`config.mk`:
```
export PLATFORM = sky130hd
export DESIGN_NAME = multilang_segment_scanner_core
export DESIGN_NICKNAME = d
export VERILOG_FILES = /design/src/sv/mss_pkg.sv /design/src/sv/mss_regs.sv /design/src/sv/mss_scan.sv /design/src/sv/multilang_segment_scanner_core.sv
export SDC_FILE = /design/constraint.sdc
export NUM_CORES = 1
export LEC_CHECK = 0
export BUFFER_PORTS_ARGS = -buffer_cell sky130_fd_sc_hd__buf_2
export CAP_MARGIN = 20
export CELL_PAD_IN_SITES_DETAIL_PLACEMENT = 1
export CELL_PAD_IN_SITES_GLOBAL_PLACEMENT = 2
export CORE_MARGIN = 2
export CORE_UTILIZATION = 31
export CTS_CLUSTER_DIAMETER = 80
export CTS_CLUSTER_SIZE = 8
export DETAILED_ROUTE_END_ITERATION = 12
export HOLD_SLACK_MARGIN = 0.1
export PLACE_DENSITY = 0.87
export SLEW_MARGIN = 10
export SYNTH_ARGS = -nofsm -noshare
export SYNTH_HDL_FRONTEND = slang
export SYNTH_SLANG_ARGS = --single-unit
```
`constraint.sdc`:
```
create_clock -name clk -period 3 [get_ports clk]
set_input_delay 0.3 -clock clk [delete_from_list [all_inputs] [get_ports clk]]
set_output_delay 0.3 -clock clk [all_outputs]
set_load 0.1 [all_outputs]
```
`src/sv/mss_pkg.sv`:
```
// Shared types, constants and decode helpers for the segment scanner.
// No dependencies; imported by all scanner modules.
package mss_pkg;

	localparam int unsigned LangW   = 6;
	localparam int unsigned ByteW   = 8;
	localparam int unsigned CountW  = 8;
	localparam int unsigned SkipW   = 3;
	localparam int unsigned AddrW   = 3;
	localparam int unsigned DataW   = 32;

	localparam logic [AddrW-1:0] RegSelLang = 3'd0;

	// reserved codes 29, 32, 35, 46
	localparam logic [63:0] ReservedCodes = (64'd1 << 29) | (64'd1 << 32) |
		(64'd1 << 35) | (64'd1 << 46);

	localparam logic [ByteW-1:0] MarkMask = 8'hC0;
	localparam logic [ByteW-1:0] MarkCode = 8'h80;

	localparam logic [CountW-1:0] CountMax = 8'hFF;

	typedef struct packed {
		logic             is_marker;
		logic [LangW-1:0] segment_language;
		logic             selected_text;
		logic [CountW-1:0] segment_total;
		logic             selected_found;
		logic             is_last;
	} mss_res_t;

	function automatic logic lang_supported(input logic [LangW-1:0] code);
		return ~ReservedCodes[code];
	endfunction

	// remaining bytes to skip after a text lead byte
	function automatic logic [SkipW-1:0] lead_skip(input logic [ByteW-1:0] b);
		logic [SkipW-1:0] r;
		r = 3'd1;
		if (!b[7])                       r = 3'd0;
		else if ((b & 8'hFE) == 8'hFE)   r = 3'd6;
		else if ((b & 8'hFC) == 8'hFC)   r = 3'd5;
		else if ((b & 8'hF8) == 8'hF8)   r = 3'd4;
		else if ((b & 8'hF0) == 8'hF0)   r = 3'd3;
		else if ((b & 8'hE0) == 8'hE0)   r = 3'd2;
		return r;
	endfunction

endpackage

```
`src/sv/mss_regs.sv`:
```
// APB-style configuration register file: selected language.
// Depends on mss_pkg.
module mss_regs (
	input  logic                      clk,
	input  logic                      arst_n,
	input  logic                      psel,
	input  logic                      penable,
	input  logic                      pwrite,
	input  logic [mss_pkg::AddrW-1:0] paddr,
	input  logic [mss_pkg::DataW-1:0] pwdata,
	output logic [mss_pkg::DataW-1:0] prdata,
	output logic                      pready,
	output logic [mss_pkg::LangW-1:0] sel_lang
);
	import mss_pkg::*;

	logic [LangW-1:0] sel_q;
	logic             wr_en;
	logic             hit;

	assign pready = 1'b1;
	assign hit    = (paddr[AddrW-1:2] == RegSelLang[AddrW-1:2]);
	assign wr_en  = psel && penable && pwrite && hit;

	always_ff @(posedge clk or negedge arst_n) begin
		if (!arst_n) begin
			sel_q <= '0;
		end else if (wr_en) begin
			sel_q <= pwdata[LangW-1:0];
		end
	end

	assign prdata   = hit ? {{(DataW-LangW){1'b0}}, sel_q} : '0;
	assign sel_lang = sel_q;

endmodule

```
`src/sv/mss_scan.sv`:
```
// Per-byte scan state (skip count, language, segment count, found) and
// the combinational result for the byte on the input. Depends on mss_pkg.
module mss_scan (
	input  logic                      clk,
	input  logic                      arst_n,
	input  logic                      advance,
	input  logic [mss_pkg::ByteW-1:0] byte_value,
	input  logic                      buffer_start,
	input  logic                      buffer_end,
	input  logic [mss_pkg::LangW-1:0] sel_lang,
	output mss_pkg::mss_res_t         res
);
	import mss_pkg::*;

	logic [SkipW-1:0]  skip_q, skip_d;
	logic [LangW-1:0]  lang_q, lang_d;
	logic [CountW-1:0] count_q, count_d, count_base;
	logic              found_q, found_d, found_base;
	logic              marker;
	logic              sel_ok;

	assign sel_ok = lang_supported(sel_lang);

	always_comb begin
		marker     = 1'b0;
		skip_d     = skip_q;
		lang_d     = lang_q;
		count_base = count_q;
		found_base = found_q;
		if (buffer_start) begin
			marker     = 1'b1;
			skip_d     = '0;
			count_base = '0;
			found_base = 1'b0;
		end else if (skip_q != '0) begin
			skip_d = skip_q - 1'b1;
		end else if ((byte_value & MarkMask) == MarkCode) begin
			marker = 1'b1;
		end else begin
			skip_d = lead_skip(byte_value);
		end

		count_d = count_base;
		found_d = found_base;
		if (marker) begin
			lang_d = byte_value[LangW-1:0];
			if (count_base != CountMax) count_d = count_base + 1'b1;
			if (lang_d == sel_lang && sel_ok) found_d = 1'b1;
		end

		res.is_marker        = marker;
		res.segment_language = lang_d;
		res.selected_text    = !marker && (lang_d == sel_lang) && sel_ok;
		res.segment_total    = count_d;
		res.selected_found   = found_d;
		res.is_last          = buffer_end;
	end

	always_ff @(posedge clk or negedge arst_n) begin
		if (!arst_n) begin
			skip_q  <= '0;
			lang_q  <= '0;
			count_q <= '0;
			found_q <= 1'b0;
		end else if (advance) begin
			skip_q  <= skip_d;
			lang_q  <= lang_d;
			count_q <= count_d;
			found_q <= found_d;
		end
	end

endmodule

```
`src/sv/multilang_segment_scanner_core.sv`:
```
// Segment scanner top: config registers, scan logic and result register.
// Takes one byte per cycle unless a held result stalls the input (in_stall);
// the scan state update and decode sit between the input and the result
// register. Reset clears scan state, the selected language and the result
// valid. Depends on mss_pkg, mss_regs, mss_scan.
module multilang_segment_scanner_core (
	input  logic                      clk,
	input  logic                      arst_n,
	input  logic                      psel,
	input  logic                      penable,
	input  logic                      pwrite,
	input  logic [mss_pkg::AddrW-1:0] paddr,
	input  logic [mss_pkg::DataW-1:0] pwdata,
	output logic [mss_pkg::DataW-1:0] prdata,
	output logic                      pready,
	input  logic                      in_valid,
	output logic                      in_stall,
	input  logic [mss_pkg::ByteW-1:0] byte_value,
	input  logic                      buffer_start,
	input  logic                      buffer_end,
	output logic                      out_valid,
	input  logic                      out_stall,
	output logic                      is_marker,
	output logic [mss_pkg::LangW-1:0] segment_language,
	output logic                      selected_text,
	output logic [mss_pkg::CountW-1:0] segment_total,
	output logic                      selected_found,
	output logic                      is_last
);
	import mss_pkg::*;

	logic [LangW-1:0] sel_lang;
	logic             advance;
	mss_res_t         res;
	mss_res_t         res_q;
	logic             valid_q;

	mss_regs u_regs (
		.clk      (clk),
		.arst_n   (arst_n),
		.psel     (psel),
		.penable  (penable),
		.pwrite   (pwrite),
		.paddr    (paddr),
		.pwdata   (pwdata),
		.prdata   (prdata),
		.pready   (pready),
		.sel_lang (sel_lang)
	);

	assign in_stall = valid_q && out_stall;
	assign advance  = in_valid && !in_stall;

	mss_scan u_scan (
		.clk          (clk),
		.arst_n       (arst_n),
		.advance      (advance),
		.byte_value   (byte_value),
		.buffer_start (buffer_start),
		.buffer_end   (buffer_end),
		.sel_lang     (sel_lang),
		.res          (res)
	);

	always_ff @(posedge clk or negedge arst_n) begin
		if (!arst_n) begin
			valid_q <= 1'b0;
		end else if (!in_stall) begin
			valid_q <= in_valid;
		end
	end

	always_ff @(posedge clk) begin
		if (advance) begin
			res_q <= res;
		end
	end

	assign out_valid        = valid_q;
	assign is_marker        = res_q.is_marker;
	assign segment_language = res_q.segment_language;
	assign selected_text    = res_q.selected_text;
	assign segment_total    = res_q.segment_total;
	assign selected_found   = res_q.selected_found;
	assign is_last          = res_q.is_last;

endmodule

```
==> results of run 1 <==
## registers in the layout, summed over array words and instances, names as in the netlist
register / cells
u_scan.count_q: 8
segment_language: 6
is_last: 1
out_valid: 1
u_regs.sel_lang: 6
segment_total: 8
is_marker: 1
u_scan.skip_q: 3
u_scan.found_q: 1
u_scan.lang_q: 6
selected_text: 1
selected_found: 1
## how the worst max path moves through the flow
stage,from,endpoint,slack (ns),depth (start not counted)
2_1_floorplan,out_valid,u_scan.lang_q[3],0.76,5
3_3_place_gp,u_scan.skip_q[0],segment_total[3],0.64,7
3_5_place_dp,u_scan.skip_q[0],segment_total[3],0.48,7
4_1_cts,u_scan.skip_q[0],segment_total[3],0.47,7
5_1_grt,u_scan.skip_q[0],segment_total[3],0.31,7
6_report,u_scan.skip_q[0],segment_total[3],0.50,7
## cell usage after synthesis (2+ instances only)
cell type	instances
a21boi_0	2
o21ai_0	10
nor2b_1	11
or3_1	4
clkbuf_1	4
nand2b_1	2
o211ai_1	4
a21oi_1	4
nand3_1	7
nand4b_1	4
mux2_2	16
xnor2_1	5
conb_1	2
buf_2	3
buf_4	27
nand4_1	7
and3_1	3
xor2_1	11
nor4_1	3
mux2_4	2
nor3_1	3
nand2_1	19
edfxtp_1	18
o22ai_1	2
ha_1	5
or2_2	2
a211oi_1	2
nand3b_1	2
buf_6	2
nor2_1	8
inv_1	9
a22oi_1	2
dfrtp_1	25
## where the power goes
part	internal (mW)	total, mW	switching (mW)
clock network	0.163	0.360	0.197
registers	0.736	0.835	0.0984
logic	0.249	0.940	0.691
total	1.15	2.14	0.987
## logic make-up after synthesis
family | Yosys count
other | 2
xor gates and xnor gates | 16
AOI/OAI and AO/OA | 32
muxes | 19
adders and majority gates | 5
and+or+nand+nor | 81
buffers and inverters | 46
DFF | 43
## cell type report
class | count | area share
Sequential cell | 43 | 0.404
Inverter | 10 | 0.0139
Clock buffer | 6 | 0.0251
Multi-Input combinational cell | 180 | 0.414
Clock inverter | 2 | 0.00433
Tap cell | 105 | 0.0455
Timing Repair Buffer | 52 | 0.0936
## critical path: stages, from the launching register on
cell	delay [ns]
dfrtp_1	0.40
inv_1	0.07
ha_1	0.15
ha_1	0.32
and3b_1	0.54
o21ai_0	0.34
o21ai_0	0.33
nand2_1	0.09
## metal layers
layer	vias to the layer above	track usage	routed length (microns)
met5	-	0	0
met4	0	0.0399	46
met3	2	0.0192	188
met2	42	0.235	2910
met1	929	0.177	2630
li1	903	-	-
## repair_timing
action                    CTS  global route
gates resized for setup     0             0
hold buffers                1             0
hold endpoints to repair   25             0
==> results by group, run 1 <==
Yosys
  – Dominant synthesized flop cell: dfrtp_1
  – FFs w/ async S/R, synth: 0.581
  – Mux contribution to synthesized area: 0.0859
  – Simple-gate share of the synthesized area: 0.180
  – Post-synth EDFFs: 18
  – Complex-gate fraction of the synthesized area: 0.0815
  – Yosys cell types: between 40 and 50
  – Synthesis Warnings: 0
  – Yosys top cell area share: 0.244
  – #FFs+latches synth: 43
  – Top cells by area, synth: dfrtp_1 24%, edfxtp_1 21%, buf_4 7.9%
  – Seq/Total Area, Yosys: 0.455
  – Dominant cell type by area after synthesis: dfrtp_1
  – Adder-cell share of the synthesized area: 0.0244
  – Syn avg cell area: ~11 sq um
  – XOR/XNOR Fraction of Synth Area: 0.0547
  – Synth Instances: between 200 and 250
  – Mapped Area: between 2000 and 3000 sq um
  – Dominant combinational cell family by area after synthesis: simple AND/OR/NAND/NOR gates

Clock network
  – CTS Buf Count: 5
  – CTS Buffer Depth: 2
  – Sink Count: 43
  – CTS tree: yes
  – Post-CTS Setup Inserts: 0
  – Clock Latency Late Sink: around 0.29 ns
  – H-tree levels: 2
  – Clock transition at the registers of the reported paths: approximately 0.090 ns
  – Root Driver: clkbuf_8

Timing
  – Slew HR: 0.591
  – Final setup vio count: 0
  – Fin. Hold Viols: 0
  – Setup WS post-layout: 0.498 ns
  – Final period util: 0.834
  – Final max-slew violation count: 0
  – Final Critical Period: between 2 and 3 ns
  – RSZ-0062 raised after global routing: no
  – Achievable Freq: 0.400 GHz
  – Clock Skews: ~0.0096 ns
  – Final Hold Slack: 0.184 ns
  – Setup TNS: 0 ns
  – Slew @ Worst Pin: about 0.61 ns

Route
  – Via count: 1876
  – # DRC: 0
  – Routed wire per std cell: about 15 microns
  – Initial DRC Count: 84
  – Post-route ant nets: 0
  – Post-Route WL: ~5800 microns
  – First-pass DRT Iterations: 4
  – Vias per cell: ~4.7

Floorplan
  – Die height: 94.9 microns
  – # IOs: between 100 and 150
  – Core area: roughly 8100 sq um
  – Num rows: 33
  – Die area: approximately 9000 sq um
  – Die width: about 95 microns
  – Initial Util: 0.317

Setup path
  – R2r startpoint: u_scan.skip_q[0]
  – WP data required: roughly 3.0 ns
  – Critical Path AT: 2.54 ns
  – Critical path class: flop to flop
  – Crit Reg-Reg Endpoint: segment_total[3]
  – Critical Path End Type: flop
  – Worst reg-to-reg setup slack: 0.50 ns
  – Largest fanout on the critical path: 9
  – Critical Path Start Type: flop
  – Worst Reg-to-Reg Cells: 7

Final layout
  – Diode count: 0
  – Multi-input combinational cell area: 1190 sq um
  – Final Cell Area: about 2900 sq um
  – P&R area growth vs syn: 12.7%
  – Utilization after layout: 0.357
  – Proportion of layout cells with a drive suffix above 1: 0.276
  – Commonest cells after routing, fill and taps aside: 49 x buf_2, 27 x conb_1, 25 x dfrtp_1
  – Post-Layout Cell Count: 398
  – Register cell area after layout: 1170 sq um
  – Fill count: ~970
  – Nets: around 350
  – Commonest non-fill, non-tap cell in the layout: buf_2

Min path
  – Hold Path End: is_last
  – WHS Path Cells: 1
  – Hold WC Path Type: primary input to flop
  – Hold Startpoint: buffer_end

Global routing
  – First-pass GRT wire length: 9610 microns
  – Total GRT Usage: 0.136
  – Remaining Overflow, GRT: 0
  – Antenna violations before repair: 0
  – Largest net degree at the start of global routing: 27
  – Vias in the first global route: about 1.9k

Power
  – Leakage: about 1.3 nW
  – VDD IR max: between 0.2 and 0.25 mV
  – Pwr dens: 739 nW/um^2
  – Total power after layout: ~2.1 mW

Job
  – Max Cap Viol: 0

Place
  – Gpl congestion: 0.737
  – Area post-placement: ~2800 sq um
  – Inst Count DP: 389
  – PortBufs: 49
  – DP Wirelength: about 4200 microns
  – Pre-CTS setup slack: between 0.4 and 0.5 ns

Run status
  – Run status: complete, no violations
No activity file was read; power rests on OpenSTA's default activity.
==> run 2, diff against run 1 <==
Settings changed: CORE_UTILIZATION 31 to 29, PLACE_DENSITY 0.87 to 0.82.
Clock period 3 ns to 2.4 ns, I/O delays scaled along.
==> results by group, run 2 (synthesis gave the netlist of run 1 again) <==
Final layout
  – Proportion of layout cells with a drive suffix above 1: 0.283
  – Commonest cells after routing, fill and taps aside: 49 x buf_2, 27 x conb_1, 25 x dfrtp_1
  – Diode count: 0
  – Final Cell Area: 2920 sq um
  – P&R area growth vs syn: 14.0%
  – Fill count: 1019
  – Commonest non-fill, non-tap cell in the layout: buf_2
  – Nets: 354
  – Post-Layout Cell Count: 405

Setup path
  – Critical Path End Type: flop
  – Critical Path AT: 2.13 ns
  – Cell family with most CP delay: compound AO/OA/AOI/OAI gates
  – WP data required: around 2.4 ns
  – Slowest CP cell: dfrtp_1
  – Critical path class: flop to flop
  – Critical Path Start Type: flop
  – CP max stage delay: 0.40 ns
  – Largest fanout on the critical path: 8
  – Crit-path cells: inv_1 > ha_1 > ha_1 > and3b_1 > buf_4 > o21ai_0 > o21ai_0 > nand2_1
  – WP buf/inv: 2

Route
  – Vias per cell: about 4.6
  – Via count: roughly 1.9k
  – Initial DRC Count: between 40 and 50
  – # DRC: 0
  – Post-Route WL: roughly 5700 microns
  – Routed wire per std cell: between 10 and 15 microns
  – First-pass DRT Iterations: 4
  – Post-route ant nets: 0

Timing
  – Final period util: 0.868
  – Achievable Freq: around 0.48 GHz
  – Slew @ Worst Pin: ~0.62 ns
  – Clock Skews: between 0.005 and 0.006 ns
  – Final max-slew violation count: 0
  – RSZ-0062 raised after global routing: no
  – Final Critical Period: between 2 and 2.5 ns
  – Setup TNS: 0 ns
  – Fin. Hold Viols: 0
  – Slew HR: 0.584
  – Final setup vio count: 0

Clock network
  – CTS Buf Count: 5
  – Sink Count: 43
  – Root Driver: clkbuf_8
  – Post-CTS sizing: 0
  – Clock Latency Late Sink: about 0.29 ns
  – Clock transition at the registers of the reported paths: 0.08 ns
  – H-tree levels: 2
  – CTS Buffer Depth: 2
  – CTS tree: yes

Global routing
  – Total GRT Usage: 0.124
  – Largest net degree at the start of global routing: 26
  – Remaining Overflow, GRT: 0
  – Vias in the first global route: 1980
  – Antenna violations before repair: 0
  – First-pass GRT wire length: approximately 10000 microns

Run status
  – Run status: complete, no violations

Power
  – Total power after layout: roughly 2.7 mW
  – Pwr dens: roughly 920 nW/um^2
  – VDD IR max: ~0.24 mV
  – Leakage: between 1 and 1.5 nW

Place
  – Area post-placement: 2830 sq um
  – Inst Count DP: just under 400
  – PortBufs: between 40 and 50
  – DP Wirelength: 4320 microns
  – Gpl congestion: about 0.76

Floorplan
  – Initial Util: 0.297
  – # IOs: 105
  – Die height: a little under 100 microns
  – Die width: 98 microns
  – Die area: between 9000 and 10000 sq um
  – Core area: about 8600 sq um
  – Num rows: 34

Min path
  – Hold WC Path Type: primary input to flop

Job
  – Max Cap Viol: 0
==> run 2: path summary, 6_finish.rpt <==
kind                                  start            endpoint  slack, ns  depth (start not counted)
hold reg to reg            u_scan.skip_q[1]    u_scan.skip_q[1]       0.48                          2
setup / recovery           u_scan.skip_q[0]    segment_total[3]       0.32                          8
min in group asynchronous            arst_n  u_regs.sel_lang[5]       0.50                          2
hold / removal                   buffer_end             is_last       0.12                          1
setup reg to reg           u_scan.skip_q[0]    segment_total[3]       0.32                          8
max in group asynchronous            arst_n   u_scan.count_q[4]       1.49                          2
==> run 2: through the flow <==
| stage | setup WS, ns | hold WS, ns | utilization |
|---|---|---|---|
| floorplan | 0.163 | -0.0556 | - |
| global placement | 0.356 | 0.296 | 0.328 |
| detailed placement | 0.300 | 0.307 | 0.328 |
| CTS | 0.289 | 0.110 | 0.338 |
| global route | 0.0818 | 0.105 | 0.338 |
| finish | 0.317 | 0.119 | 0.338 |
==> run 2: timing repair <==
item,in CTS,in global routing
setup endpoints to repair,0,0
endpoints found under the hold margin,25,0
setup buffers,0,0
hold buffers,1,0
==> run 2: area by class of cell <==
type	instances	area (sq um)	area share
timing repair buffer	57	308	0.105
tap	108	135	0.0463
sequential	43	1170	0.399
clock buffer	7	76.3	0.0261
inverter	10	40.0	0.0137
multi-input combinational	180	1190	0.409
==> run 2: metal layers <==
metal | vias up | GRT usage | wire (microns)
met2 | 41 | 0.213 | 2820
met4 | 0 | 0.0353 | 71
met1 | 920 | 0.165 | 2630
li1 | 914 | - | -
met3 | 6 | 0.0165 | 213
met5 | - | 0 | 0
==> run 2: worst register-to-register path, delay by kind of cell, from the launching register on <==
kind	cells	cell delay, ns
flops	1	0.40
fa+ha+maj	2	0.30
compound gates	2	0.49
buf+inv	2	0.29
simple gates	2	0.37
==> run 2: report_power, final <==
part / leakage, nW / switching [mW] / internal (mW)
combinational: 0.775 / 0.868 / 0.340
sequential: 0.487 / 0.121 / 0.920
clock: 0.0383 / 0.235 / 0.201
total: 1.30 / 1.22 / 1.46
==> run 3, diff against run 2 <==
Settings changed: CELL_PAD_IN_SITES_DETAIL_PLACEMENT 1 to not set, CELL_PAD_IN_SITES_GLOBAL_PLACEMENT 2 to not set, CORE_UTILIZATION 29 to 48, PLACE_DENSITY 0.82 to 0.81.
==> results by group, run 3 (synthesis gave the netlist of run 1 again) <==
Run status
  – Run status: complete, no violations

Setup path
  – WP buf/inv: 2
  – Critical Path Start Type: flop
  – Slowest CP cell: dfrtp_1
  – Critical Path End Type: flop
  – R2r startpoint: u_scan.skip_q[0]
  – Largest fanout on the critical path: 6
  – Cell family with most CP delay: compound AO/OA/AOI/OAI gates
  – Critical path class: flop to flop
  – Critical path startpoint: u_scan.skip_q[0]
  – Crit Reg-Reg Endpoint: segment_total[3]
  – Crit-path cells: inv_1 > ha_1 > ha_1 > and3b_1 > buf_4 > o21ai_0 > o21ai_0 > nand2_1
  – Worst reg-to-reg setup slack: 0.21 ns
  – Critical Path AT: 2.24 ns
  – CP max stage delay: 0.41 ns
  – WP data required: approximately 2.5 ns
  – Worst Reg-to-Reg Cells: 8

Final layout
  – Diode count: 0
  – Proportion of layout cells with a drive suffix above 1: 0.286
  – Utilization after layout: 0.563
  – Commonest cells after routing, fill and taps aside: 49 x buf_2, 27 x conb_1, 25 x dfrtp_1
  – Multi-input combinational cell area: 1190 sq um
  – P&R area growth vs syn: 12.9%
  – Nets: between 300 and 400
  – Commonest non-fill, non-tap cell in the layout: buf_2
  – Fill count: roughly 470
  – Register cell area after layout: about 1200 sq um

Timing
  – Final period util: 0.911
  – RSZ-0062 raised after global routing: no
  – Final Critical Period: 2.19 ns
  – Fin. Hold Viols: 0
  – Final setup vio count: 0
  – Setup TNS: 0 ns
  – Clock Skews: 0.00956 ns
  – Slew @ Worst Pin: 0.590 ns
  – Achievable Freq: approximately 0.46 GHz
  – Slew HR: 0.607
  – Final max-slew violation count: 0

Global routing
  – Antenna violations before repair: 0
  – Largest net degree at the start of global routing: 26
  – First-pass GRT wire length: between 7000 and 8000 microns
  – Remaining Overflow, GRT: 0
  – Total GRT Usage: 0.168
  – Vias in the first global route: ~1.7k

Place
  – DP Wirelength: roughly 3600 microns
  – Gpl congestion: a little over 0.8
  – PortBufs: 49

Route
  – First-pass DRT Iterations: 4
  – Post-route ant nets: 0
  – Via count: approximately 1.9k
  – Vias per cell: between 5 and 6
  – # DRC: 0
  – Routed wire per std cell: ~13 microns
  – Initial DRC Count: 192
  – Post-Route WL: between 4000 and 5000 microns

Min path
  – Hold Path End: is_last
  – Hold Startpoint: buffer_end
  – WHS Path Cells: 1
  – Hold WC Path Type: primary input to flop

Floorplan
  – Die height: 77.1 microns
  – Die area: 5940 sq um
  – Num rows: 26
  – Initial Util: 0.499
  – Die width: 77.1 microns
  – # IOs: ~110
  – Core area: 5140 sq um

Clock network
  – Sink Count: 43
  – CTS Buf Count: 5
  – Clock transition at the registers of the reported paths: approximately 0.080 ns
  – CTS tree: yes
  – Root Driver: clkbuf_8
  – Hold buffer count at CTS: 1
  – Clock Latency Late Sink: 0.30 ns
  – Post-CTS Setup Inserts: 0
  – H-tree levels: 2
  – Post-CTS sizing: 0
  – CTS Buffer Depth: 2

Job
  – Max Cap Viol: 0

Power
  – Pwr dens: between 900 and 1000 nW/um^2
  – Leakage: around 1.3 nW
  – VDD IR max: roughly 0.33 mV
-- run 3: cell types whose count changed in the layout (fill, tap and decap cells not counted), sizes merged --
cell,delta
clkinv,+1
buf,-1
-- run 3: area by class of cell --
type                       count  area share
timing repair buffer          56       0.108
clock inverter                 1     0.00173
inverter                      10      0.0138
tap                           70      0.0303
sequential                    43       0.403
clock buffer                   7      0.0298
multi-input combinational    180       0.413
-- run 3: worst max path at each step --
stage / to / slack [ns] / cells after the start
floorplan: u_scan.lang_q[3] / 0.16 / 5
global placement: segment_total[1] / 0.35 / 8
detailed placement: segment_total[3] / 0.28 / 8
CTS: segment_total[3] / 0.26 / 8
global route: segment_total[3] / 0.08 / 8
finish: segment_total[3] / 0.21 / 8
-- run 3: stage by stage --
stage	hold WS, ns	cell area, sq um	std cells	power [mW]	setup WS [ns]
after floorplan	-0.0556	2660	269	2.09	0.163
final	0.114	2890	367	2.72	0.214
after global routing	0.115	2890	367	2.84	0.0763
after detailed placement	0.276	2790	358	2.25	0.277
after CTS	0.113	2890	367	2.72	0.261
after global placement	0.279	2790	358	2.22	0.350
-- run 3: worst reg2reg max path: stages, from the launching register on --
cell,delay [ns]
dfrtp_1,0.41
inv_1,0.07
ha_1,0.15
ha_1,0.16
and3b_1,0.35
buf_4,0.21
o21ai_0,0.21
o21ai_0,0.30
nand2_1,0.08
-- run 3: layer usage --
metal	share of wire	GRT usage
met4	0.020	0.0732
met3	0.064	0.0329
met2	0.47	0.282
met1	0.44	0.211
met5	0	0
-- run 3: report_power, final --
part / switching, mW / internal, mW / leakage [nW] / total [mW]
sequential: 0.121 / 0.920 / 0.487 / 1.04
clock: 0.241 / 0.232 / 0.0482 / 0.474
combinational: 0.861 / 0.340 / 0.773 / 1.20
total: 1.22 / 1.49 / 1.31 / 2.72
